**src/sv/lpht_pkg.sv**
```systemverilog
`timescale 1ns / 1ps
`default_nettype none
// ----------------------------------------------------------------------------
// lpht_pkg
// Shared constants, types and helpers of the linear-probing hash table.
// ----------------------------------------------------------------------------
package lpht_pkg;

   // Table geometry.
   localparam int TABLE_SIZE = 16;
   localparam int KEY_BYTES  = 8;
   localparam int KEY_W      = 64;
   localparam int SLOT_W     = $clog2(TABLE_SIZE);

   // Home slot arithmetic: byte sum reduced by a reciprocal multiply.
   localparam int SUM_W    = $clog2(KEY_BYTES * 255 + 1);
   localparam int RECIP_SH = 24;
   localparam int RECIP_W  = RECIP_SH;
   localparam int RECIP    = (2 ** RECIP_SH + TABLE_SIZE - 1) / TABLE_SIZE;
   localparam int QUO_W    = SUM_W;
   localparam int TS_W     = $clog2(TABLE_SIZE + 1);

   // Result slot field and zero extension of a slot index to reach it.
   localparam int SLOT_OUT_W = 4;
   localparam int POS_EXT_W  = (SLOT_W > SLOT_OUT_W) ? SLOT_W : SLOT_OUT_W;

   // Stream widths.
   localparam int REQ_TDATA_W = 72;
   localparam int RSP_TDATA_W = 8;

   // Operation codes.
   localparam logic [1:0] OP_INSERT = 2'd0;
   localparam logic [1:0] OP_LOOKUP = 2'd1;
   localparam logic [1:0] OP_REMOVE = 2'd2;

   typedef enum logic [1:0] {
      SLOT_EMPTY   = 2'd0,
      SLOT_USED    = 2'd1,
      SLOT_DELETED = 2'd2
   } slot_state_type;

   typedef enum logic [1:0] {
      RES_OK      = 2'd0,
      RES_MISSING = 2'd1,
      RES_FULL    = 2'd2
   } status_type;

   // One table entry as held in the memory.
   typedef struct packed {
      slot_state_type       state;
      logic [KEY_W-1:0]     key;
   } entry_type;

   localparam int ENTRY_W = $bits(entry_type);

   // Hash unit result handed to the probe controller.
   typedef struct packed {
      logic                 valid;
      logic [KEY_W-1:0]     key;
      logic [SLOT_W-1:0]    home;
   } hash_out_type;

   // Low bits of a slot index as carried in the result item.
   function automatic logic [SLOT_OUT_W-1:0] slot_field(input logic [SLOT_W-1:0] pos);
      logic [POS_EXT_W-1:0] ext;
      ext = POS_EXT_W'(pos);
      return ext[SLOT_OUT_W-1:0];
   endfunction

endpackage
`default_nettype wire

```
**src/sv/lpht_ram.sv**
```systemverilog
`timescale 1ns / 1ps
`default_nettype none
// ----------------------------------------------------------------------------
// lpht_ram
// Generic single-port synchronous RAM with a registered read.
// ----------------------------------------------------------------------------
module lpht_ram #(
   parameter int WIDTH = 8,
   parameter int DEPTH = 16
) (
   input  wire logic                     clock,
   input  wire logic                     wr_en,
   input  wire logic [$clog2(DEPTH)-1:0] addr,
   input  wire logic [WIDTH-1:0]         wr_data,
   output logic      [WIDTH-1:0]         rd_data
);

   logic [WIDTH-1:0] mem_ff [DEPTH];
   logic [WIDTH-1:0] rd_data_ff;

   // Write on request, read the addressed entry every cycle.
   always_ff @(posedge clock) begin
      if (wr_en) begin
         mem_ff[addr] <= wr_data;
      end
      rd_data_ff <= mem_ff[addr];
   end

   assign rd_data = rd_data_ff;

endmodule
`default_nettype wire

```
**src/sv/lpht_hash.sv**
```systemverilog
`timescale 1ns / 1ps
`default_nettype none
// ----------------------------------------------------------------------------
// lpht_hash
// Key normalization and home slot computation, three register stages.
// ----------------------------------------------------------------------------
module lpht_hash (
   input  wire logic                        clock,
   input  wire logic                        reset,
   input  wire logic                        in_valid,
   input  wire logic [lpht_pkg::KEY_W-1:0]  in_key,
   output lpht_pkg::hash_out_type           hash_out
);
   import lpht_pkg::*;

   localparam int PROD_W = SUM_W + RECIP_W;
   localparam int REM_W  = QUO_W + TS_W;

   logic [KEY_W-1:0]  norm_key;
   logic [SUM_W-1:0]  byte_sum;
   logic [PROD_W-1:0] quo_prod;
   logic [REM_W-1:0]  rem_full;

   logic              v1_ff, v1_in;
   logic [KEY_W-1:0]  key1_ff;
   logic [SUM_W-1:0]  sum1_ff;
   logic              v2_ff, v2_in;
   logic [KEY_W-1:0]  key2_ff;
   logic [SUM_W-1:0]  sum2_ff;
   logic [QUO_W-1:0]  quo2_ff, quo2_in;
   logic              v3_ff, v3_in;
   logic [KEY_W-1:0]  key3_ff;
   logic [SLOT_W-1:0] home3_ff, home3_in;

   // The key ends at its first zero byte or after KEY_BYTES bytes.
   always_comb begin
      logic       keep;
      logic [7:0] b;
      keep     = 1'b1;
      norm_key = '0;
      byte_sum = '0;
      for (int i = 0; i < 8; i++) begin
         b = in_key[8*i +: 8];
         if ((i >= KEY_BYTES) || (b == 8'd0)) begin
            keep = 1'b0;
         end
         if (keep) begin
            norm_key[8*i +: 8] = b;
            byte_sum           = byte_sum + SUM_W'(b);
         end
      end
   end

   // Quotient of the byte sum by the table size, via reciprocal multiply.
   always_comb begin
      quo_prod = PROD_W'(sum1_ff) * PROD_W'(RECIP);
      quo2_in  = QUO_W'(quo_prod >> RECIP_SH);
   end

   // Remainder; the reciprocal is exact over the byte sum range.
   always_comb begin
      rem_full = REM_W'(sum2_ff) - REM_W'(quo2_ff) * REM_W'(TABLE_SIZE);
      home3_in = SLOT_W'(rem_full);
   end

   assign v1_in = in_valid;
   assign v2_in = v1_ff;
   assign v3_in = v2_ff;

   // Stage valids.
   always_ff @(posedge clock) begin
      if (reset) begin
         v1_ff <= 1'b0;
         v2_ff <= 1'b0;
         v3_ff <= 1'b0;
      end else begin
         v1_ff <= v1_in;
         v2_ff <= v2_in;
         v3_ff <= v3_in;
      end
   end

   // Stage payloads.
   always_ff @(posedge clock) begin
      key1_ff  <= norm_key;
      sum1_ff  <= byte_sum;
      key2_ff  <= key1_ff;
      sum2_ff  <= sum1_ff;
      quo2_ff  <= quo2_in;
      key3_ff  <= key2_ff;
      home3_ff <= home3_in;
   end

   assign hash_out.valid = v3_ff;
   assign hash_out.key   = key3_ff;
   assign hash_out.home  = home3_ff;

endmodule
`default_nettype wire

```
**src/sv/lpht_probe.sv**
```systemverilog
`timescale 1ns / 1ps
`default_nettype none
// ----------------------------------------------------------------------------
// lpht_probe
// Probe sequencer: clears the table after reset, walks slots from the home
// slot through the entry memory and holds the result item register.
// ----------------------------------------------------------------------------
module lpht_probe (
   input  wire logic                          clock,
   input  wire logic                          reset,
   input  wire logic                          req_tvalid,
   output logic                               req_tready,
   input  wire logic [1:0]                    req_mode,
   input  wire lpht_pkg::hash_out_type        hash_out,
   output logic                               ram_wr_en,
   output logic [lpht_pkg::SLOT_W-1:0]        ram_addr,
   output logic [lpht_pkg::ENTRY_W-1:0]       ram_wr_data,
   input  wire logic [lpht_pkg::ENTRY_W-1:0]  ram_rd_data,
   output logic                               rsp_tvalid,
   input  wire logic                          rsp_tready,
   output logic [lpht_pkg::RSP_TDATA_W-1:0]   rsp_tdata
);
   import lpht_pkg::*;

   typedef enum logic [2:0] {
      ST_CLEAR,
      ST_IDLE,
      ST_HASH,
      ST_CHECK,
      ST_RESP
   } state_type;

   localparam logic [SLOT_W-1:0] LAST_SLOT = SLOT_W'(TABLE_SIZE - 1);

   state_type              state_ff, state_in;
   logic [1:0]             mode_ff, mode_in;
   logic [KEY_W-1:0]       key_ff, key_in;
   logic [SLOT_W-1:0]      pos_ff, pos_in;
   logic [SLOT_W-1:0]      cnt_ff, cnt_in;
   logic [SLOT_W-1:0]      clr_ff, clr_in;
   status_type             res_status_ff, res_status_in;
   logic [SLOT_OUT_W-1:0]  res_slot_ff, res_slot_in;
   logic                   rsp_valid_ff, rsp_valid_in;
   status_type             rsp_status_ff, rsp_status_in;
   logic [SLOT_OUT_W-1:0]  rsp_slot_ff, rsp_slot_in;

   entry_type              rd_entry;
   entry_type              wr_entry;
   logic [SLOT_W-1:0]      pos_nx;
   logic                   last_probe;
   logic                   is_insert;
   logic                   is_remove;

   assign rd_entry   = entry_type'(ram_rd_data);
   assign pos_nx     = (pos_ff == LAST_SLOT) ? '0 : pos_ff + 1'b1;
   assign last_probe = (cnt_ff == LAST_SLOT);
   assign is_insert  = (mode_ff == OP_INSERT);
   assign is_remove  = (mode_ff == OP_REMOVE);

   // Next-state and memory control.
   always_comb begin
      state_in      = state_ff;
      mode_in       = mode_ff;
      key_in        = key_ff;
      pos_in        = pos_ff;
      cnt_in        = cnt_ff;
      clr_in        = clr_ff;
      res_status_in = res_status_ff;
      res_slot_in   = res_slot_ff;
      rsp_valid_in  = rsp_valid_ff && !rsp_tready;
      rsp_status_in = rsp_status_ff;
      rsp_slot_in   = rsp_slot_ff;
      ram_wr_en     = 1'b0;
      ram_addr      = pos_ff;
      wr_entry      = '{state: SLOT_EMPTY, key: '0};

      unique case (state_ff)
         // Sweep every slot to empty after reset.
         ST_CLEAR: begin
            ram_wr_en = 1'b1;
            ram_addr  = clr_ff;
            clr_in    = clr_ff + 1'b1;
            if (clr_ff == LAST_SLOT) begin
               state_in = ST_IDLE;
            end
         end
         ST_IDLE: begin
            if (req_tvalid) begin
               mode_in  = req_mode;
               state_in = ST_HASH;
            end
         end
         // Wait for the home slot, then read it.
         ST_HASH: begin
            ram_addr = hash_out.home;
            if (hash_out.valid) begin
               key_in   = hash_out.key;
               pos_in   = hash_out.home;
               cnt_in   = '0;
               state_in = ST_CHECK;
            end
         end
         // Examine the entry at pos_ff; read the next slot when moving on.
         ST_CHECK: begin
            if (is_insert) begin
               if (rd_entry.state != SLOT_USED) begin
                  ram_wr_en     = 1'b1;
                  wr_entry      = '{state: SLOT_USED, key: key_ff};
                  res_status_in = RES_OK;
                  res_slot_in   = slot_field(pos_ff);
                  state_in      = ST_RESP;
               end else if (last_probe) begin
                  res_status_in = RES_FULL;
                  res_slot_in   = '0;
                  state_in      = ST_RESP;
               end else begin
                  pos_in   = pos_nx;
                  cnt_in   = cnt_ff + 1'b1;
                  ram_addr = pos_nx;
               end
            end else begin
               if (rd_entry.state == SLOT_EMPTY) begin
                  res_status_in = RES_MISSING;
                  res_slot_in   = '0;
                  state_in      = ST_RESP;
               end else if ((rd_entry.state == SLOT_USED) && (rd_entry.key == key_ff)) begin
                  res_status_in = RES_OK;
                  res_slot_in   = slot_field(pos_ff);
                  state_in      = ST_RESP;
                  if (is_remove) begin
                     ram_wr_en = 1'b1;
                     wr_entry  = '{state: SLOT_DELETED, key: key_ff};
                  end
               end else if (last_probe) begin
                  res_status_in = RES_MISSING;
                  res_slot_in   = '0;
                  state_in      = ST_RESP;
               end else begin
                  pos_in   = pos_nx;
                  cnt_in   = cnt_ff + 1'b1;
                  ram_addr = pos_nx;
               end
            end
         end
         // Hand the result to the output register once it is free.
         ST_RESP: begin
            if (!rsp_valid_ff || rsp_tready) begin
               rsp_valid_in  = 1'b1;
               rsp_status_in = res_status_ff;
               rsp_slot_in   = res_slot_ff;
               state_in      = ST_IDLE;
            end
         end
         default: begin
            state_in = ST_IDLE;
         end
      endcase
   end

   assign ram_wr_data = ENTRY_W'(wr_entry);

   // State and registered outputs.
   always_ff @(posedge clock) begin
      if (reset) begin
         state_ff     <= ST_CLEAR;
         clr_ff       <= '0;
         rsp_valid_ff <= 1'b0;
      end else begin
         state_ff     <= state_in;
         clr_ff       <= clr_in;
         rsp_valid_ff <= rsp_valid_in;
      end
      mode_ff       <= mode_in;
      key_ff        <= key_in;
      pos_ff        <= pos_in;
      cnt_ff        <= cnt_in;
      res_status_ff <= res_status_in;
      res_slot_ff   <= res_slot_in;
      rsp_status_ff <= rsp_status_in;
      rsp_slot_ff   <= rsp_slot_in;
   end

   assign req_tready = (state_ff == ST_IDLE);
   assign rsp_tvalid = rsp_valid_ff;
   assign rsp_tdata  = RSP_TDATA_W'({rsp_slot_ff, rsp_status_ff});

endmodule
`default_nettype wire

```
**src/sv/linear_probe_hash_table.sv**
```systemverilog
`timescale 1ns / 1ps
`default_nettype none
// ----------------------------------------------------------------------------
// linear_probe_hash_table
// Open-addressing hash table with linear probing and tombstones.
//
//   Channel  Direction  Item contents (low bit first)
//   req_     in         mode[1:0], key[65:2], zero pad [71:66]
//   rsp_     out        status[1:0], slot[5:2], zero pad [7:6]
//
// One item at a time: the key passes the hash unit stages, then each probed
// slot (at most TABLE_SIZE) is read on the single entry memory port, then
// the result register is loaded, and only after that is the next item
// taken. After reset every slot is cleared to empty, one slot a cycle,
// before the first item is taken. A result held by a stalled rsp_ side
// blocks the next item only once that item's result is ready.
// ----------------------------------------------------------------------------
module linear_probe_hash_table (
   input  wire logic                               clock,
   input  wire logic                               reset,
   input  wire logic                               req_tvalid,
   output logic                                    req_tready,
   // mode[1:0], key[65:2], zero pad
   input  wire logic [lpht_pkg::REQ_TDATA_W-1:0]   req_tdata,
   output logic                                    rsp_tvalid,
   input  wire logic                               rsp_tready,
   // status[1:0], slot[5:2], zero pad
   output logic [lpht_pkg::RSP_TDATA_W-1:0]        rsp_tdata
);
   import lpht_pkg::*;

   hash_out_type         hash_out;
   logic                 req_fire;
   logic                 ram_wr_en;
   logic [SLOT_W-1:0]    ram_addr;
   logic [ENTRY_W-1:0]   ram_wr_data;
   logic [ENTRY_W-1:0]   ram_rd_data;

   assign req_fire = req_tvalid && req_tready;

   // Normalize the key and find its home slot.
   lpht_hash u_hash (
      .clock    (clock),
      .reset    (reset),
      .in_valid (req_fire),
      .in_key   (req_tdata[KEY_W+1:2]),
      .hash_out (hash_out)
   );

   // Probe sequencer and result register.
   lpht_probe u_probe (
      .clock       (clock),
      .reset       (reset),
      .req_tvalid  (req_tvalid),
      .req_tready  (req_tready),
      .req_mode    (req_tdata[1:0]),
      .hash_out    (hash_out),
      .ram_wr_en   (ram_wr_en),
      .ram_addr    (ram_addr),
      .ram_wr_data (ram_wr_data),
      .ram_rd_data (ram_rd_data),
      .rsp_tvalid  (rsp_tvalid),
      .rsp_tready  (rsp_tready),
      .rsp_tdata   (rsp_tdata)
   );

   // Entry memory: slot state and stored key side by side.
   lpht_ram #(
      .WIDTH (ENTRY_W),
      .DEPTH (TABLE_SIZE)
   ) u_entry_ram (
      .clock   (clock),
      .wr_en   (ram_wr_en),
      .addr    (ram_addr),
      .wr_data (ram_wr_data),
      .rd_data (ram_rd_data)
   );

endmodule
`default_nettype wire
```
**config.mk**
```make
export PLATFORM = sky130hd
export DESIGN_NAME = linear_probe_hash_table
export DESIGN_NICKNAME = d
export VERILOG_FILES = /design/src/sv/lpht_pkg.sv /design/src/sv/lpht_ram.sv /design/src/sv/lpht_hash.sv /design/src/sv/lpht_probe.sv /design/src/sv/linear_probe_hash_table.sv
export SDC_FILE = /design/constraint.sdc
export NUM_CORES = 1
export LEC_CHECK = 0
export BUFFER_PORTS_ARGS = -buffer_cell sky130_fd_sc_hd__buf_4
export CAP_MARGIN = 5
export CORE_AREA = 2 2 601 304
export DETAILED_ROUTE_END_ITERATION = 8
export DIE_AREA = 0 0 603 306
export GPL_TIMING_DRIVEN = 0
export PLACE_DENSITY_LB_ADDON = 0.25
export SETUP_SLACK_MARGIN = 0.2
export SLEW_MARGIN = 5
export SYNTH_ARGS = -nofsm -noshare
export SYNTH_HDL_FRONTEND = slang
export SYNTH_SLANG_ARGS = --single-unit
```
**constraint.sdc**
```tcl
create_clock -name clock -period 12.59 [get_ports clock]
set_input_delay 1.259 -clock clock [delete_from_list [all_inputs] [get_ports clock]]
set_output_delay 1.259 -clock clock [all_outputs]
set_load 0.005 [all_outputs]
```
==> impl_results.rst <==
.. list-table::
   :header-rows: 1

   * - Metric
     - Value
   * - Outcome
     - complete, no violations
   * - Number of cells produced by synthesis
     - 3205
   * - TritonCTS clock tree
     - done
   * - Post-Syn Area
     - 0.0536 mm2
   * - Data required, critical path
     - 13.26 ns
   * - Worst reg-to-reg setup slack
     - 6.16 ns
   * - Number of hold violations in the final report
     - 0
   * - Slack of the critical path
     - 4.58 ns
   * - Largest net degree at the start of global routing
     - 29
   * - Startpoint type of the worst setup path
     - input pin
   * - Endpoint of the most critical register-to-register path
     - u_entry_ram.mem_ff[11][24]
   * - Most common library cells after synthesis
     - 1142 x edfxtp_1, 531 x mux2i_1, 281 x dfxtp_1
   * - Worst setup EP type
     - flop
   * - Top cell family by delay on the critical path
     - adder cells
   * - Core region area
     - 0.179 mm2
   * - Via/cell ratio
     - 4.72
   * - Reg clk slew, reported paths
     - 0.06 ns
   * - Top-count cell post-synth
     - edfxtp_1
   * - Critical path origin
     - req_tdata[7]
   * - Worst min path class
     - reg -> reg
   * - Root buffer cell
     - clkbuf_16
   * - Number of nets with antenna violations after routing
     - 0
   * - TritonCTS Buffers
     - 141
   * - Fraction of layout cells with a size suffix above 1
     - 18.3%
   * - Final setup violation count
     - 0
   * - Total Wirelength
     - 144000 um
   * - Number of clock sinks
     - 1423
   * - Number of cells on the worst reg-to-reg path
     - 15
   * - Global-route usage over all layers
     - 15.4%
   * - Period utilisation layout
     - 63.6%
   * - Average wire per standard cell
     - 23.7 um
   * - Remaining DRCs
     - 0
   * - Slowest cell delay on critical path
     - 0.78 ns
   * - Clock period minus final worst setup slack
     - 8.01 ns
   * - Leakage component of the power
     - 20.8 nW
   * - Power share of the sequential group
     - 36.4%
   * - Number of vias in the routed layout
     - 28620
   * - Number of cells traversed by the worst hold path
     - 0
   * - Count of fill cells added during filler insertion
     - 16772
   * - Hold EP
     - u_hash.key2_ff[41]
   * - Clock Latency Late Sink
     - 0.77 ns
   * - Largest cells by area after synthesis
     - edfxtp_1 64%, dfxtp_1 10%, mux2i_1 9.9%
   * - Critical path type
     - in -> reg
   * - Number of buffers and inverters on the critical path
     - 3
   * - GPL Wtd Cong
     - 0.856
   * - Combined area of the multi-input logic cells
     - 0.0129 mm2
   * - Path length in cells of the critical path
     - 25
   * - Synth Warn #
     - 0
   * - Final Skew
     - 0.0339 ns
   * - Logic gate share of total power
     - 39.7%
   * - Die outline area
     - 0.185 mm2
   * - Sequential cell area fraction in the yosys report
     - 74.4%
   * - Fraction of power spent switching nets
     - 36.7%
   * - Number of buffers added on ports
     - 77
   * - Total overflow reported by the global router
     - 0
   * - Power per standard cell area
     - 277 mW/mm2
   * - Nets
     - 3648
   * - Total iterations of the first detailed-routing run
     - 8
   * - Vertical extent of the die
     - 306 um
   * - Power dissipated by switching net loads
     - 6.47 mW
   * - Slowest CP cell
     - nor4_1
   * - Flip-flop and latch count after synthesis
     - 1423
   * - Achievable clock frequency
     - 0.125 GHz
   * - Reg-to-Reg Start
     - u_probe.key_ff[7]
   * - Worst slack, placed
     - 3.82 ns
   * - Number of H-tree levels
     - 4
   * - Sequential Area
     - 0.0399 mm2
   * - Dominant register cell in the synthesized netlist
     - edfxtp_1
   * - Unrepaired setup endpoints after global routing
     - false
   * - Standard-cell row count
     - 110
   * - Initial antenna violation count
     - 5
   * - Post_cts resized
     - 0
   * - Max-slew violation count
     - 0
   * - Headroom to the max-slew limit
     - 7.83%
   * - Share of Yosys cell area claimed by the top area cell type
     - 64.0%
   * - Setup bufs post-CTS
     - 0
   * - Number of global-route vias before repair
     - 28959
   * - Most repeated library cell on the critical path
     - fa_1
   * - IO Pins
     - 86
   * - Worst Tran Pin Value
     - 1.38 ns
   * - Starting DRT DRC Count
     - 2550
   * - Syn avg cell area
     - 16.7 um2
   * - Summed area of non-filler cells in the final layout
     - 0.0636 mm2
   * - Clock tree buffer depth
     - 3
   * - Data arrival at the endpoint of the critical path
     - 8.68 ns
   * - Clock power share
     - 23.9%
   * - Cell accounting for the most synthesized area
     - edfxtp_1
   * - Async set-reset flop share out of synthesis
     - 0%
   * - Internal power contribution
     - 11.2 mW
   * - Quantity of hold-fixing buffers added after cts
     - 0
   * - Hold Crit Start
     - u_hash.key1_ff[41]
   * - Chip width
     - 603 um
   * - Area added between synthesis and finish
     - 18.5%
   * - Crit path max fanout
     - 10
   * - Wire length of the first global-routing pass
     - 206000 um
   * - Number of flops mapped to enable cells by yosys
     - 1142
   * - Instance area after placement
     - 0.0589 mm2
   * - Count of distinct cell types in the synthesized netlist
     - 68
   * - Estimated wirelength of the detail-placed design
     - 101000 um
   * - Effective utilization at floorplan
     - 29.9%
   * - Max cap viols
     - 0
   * - Maximum ir drop on the vdd rail
     - 0.271 mV
==> how the worst max path moves through the flow <==
stage / endpoint
floorplan: u_entry_ram.mem_ff[13][0]
global placement: u_entry_ram.mem_ff[13][41]
detailed placement: u_hash.sum1_ff[3]
CTS: u_hash.sum1_ff[3]
global route: u_hash.sum1_ff[3]
finish: u_hash.sum1_ff[3]
==> per-stage QoR <==
stage / cells / power (mW) / TNS, ns / utilization (%) / hold WS [ns]
after floorplan: 3206 / 10.8 / 0 / - / 0.310
after global placement: 5691 / 13.3 / -1806.52 / 32.0 / 0.311
after detailed placement: 5806 / 13.6 / 0 / 32.9 / 0.312
after CTS: 6065 / 17.8 / 0 / 35.5 / 0.321
after global routing: 6065 / 18.5 / 0 / 35.5 / 0.328
final: 6068 / 17.6 / 0 / 35.5 / 0.321
==> logic make-up (layout without fill, tap and decap cells) <==
family	count (synthesis)	count (layout)	share of synthesized area, %
AO/OA/AOI/OAI	346	346	4.29
XOR/XNOR	83	83	1.36
adder cells (fa/ha/maj)	31	31	0.821
buffers and inverters	194	645	1.66
flip-flops	1423	1423	74.4
multiplexers	680	680	13.0
other	1	5	0.00699
AND/OR/NAND/NOR	447	447	4.37
==> routing by layer <==
metal  GRT usage, %  vias up  wire length (um)
met5              0        -                 0
met4           4.94        0              3830
met3           2.35      179              7300
met2           24.4      835             65600
met1           21.7    14691             67300
li1               -    12915                 -
==> placed cells by master (no fill, tap or decap), types with 26 or more instances in the layout <==
| cell type | netlist | routed |
|---|---|---|
| clkbuf_16 | 0 | 155 |
| edfxtp_1 | 1142 | 1142 |
| buf_4 | 7 | 130 |
| xor2_1 | 46 | 46 |
| nor2_1 | 45 | 38 |
| buf_2 | 60 | 60 |
| buf_6 | 8 | 27 |
| mux2i_1 | 531 | 531 |
| clkbuf_1 | 89 | 123 |
| nand2_1 | 165 | 165 |
| clkinv_2 | 0 | 27 |
| o21ai_0 | 138 | 137 |
| o221ai_1 | 67 | 67 |
| dfxtp_1 | 281 | 281 |
| mux2_2 | 148 | 148 |
| inv_1 | 26 | 26 |
| xnor2_1 | 37 | 37 |
| a22oi_1 | 66 | 66 |
| and2_1 | 122 | 122 |
| nor4_1 | 30 | 27 |
==> worst register-to-register path: cells and delay by family, from the launching register on <==
| kind | cells | cell delay (ns) |
|---|---|---|
| AND/OR/NAND/NOR | 6 | 2.67 |
| buffers and inverters | 6 | 1.81 |
| XOR/XNOR | 1 | 0.66 |
| AO/OA/AOI/OAI | 2 | 0.54 |
| flip-flops | 1 | 0.44 |
==> registers in the layout (all words and copies together), names as in the netlist, 3 cells and up <==
| signal | cells |
|---|---|
| u_hash.home3_ff | 4 |
| u_hash.sum2_ff | 4 |
| u_hash.key3_ff | 64 |
| u_probe.clr_ff | 4 |
| u_probe.pos_ff | 4 |
| u_probe.res_slot_ff | 4 |
| u_probe.rsp_slot_ff | 4 |
| u_hash.key1_ff | 64 |
| u_hash.sum1_ff | 4 |
| u_probe.state_ff | 3 |
| u_entry_ram.rd_data | 66 |
| u_probe.key_ff | 64 |
| u_hash.key2_ff | 64 |
| u_entry_ram.mem_ff | 1056 |
| u_probe.cnt_ff | 4 |
==> final cells by class <==
cell class / count / share of cell area [%]
clock inverter: 54 / 0.689
clock buffer: 205 / 6.63
multi-input combinational: 1589 / 20.4
tap: 2408 / 4.74
antenna: 3 / 0.0118
timing repair buffer: 192 / 3.36
buffer: 167 / 1.24
sequential: 1423 / 62.8
inverter: 27 / 0.159
==> power by group through the flow <==
stage                     logic [mW]  clock network (mW)  registers [mW]
after global routing            7.48                4.49            6.49
final                           7.00                4.21            6.42
after detailed placement        7.04                   0            6.52
after CTS                       7.07                4.29            6.42
after floorplan                 4.21                   0            6.54
after global placement          6.57                   0            6.72
Note: power is estimated with default switching activity, not from simulation.
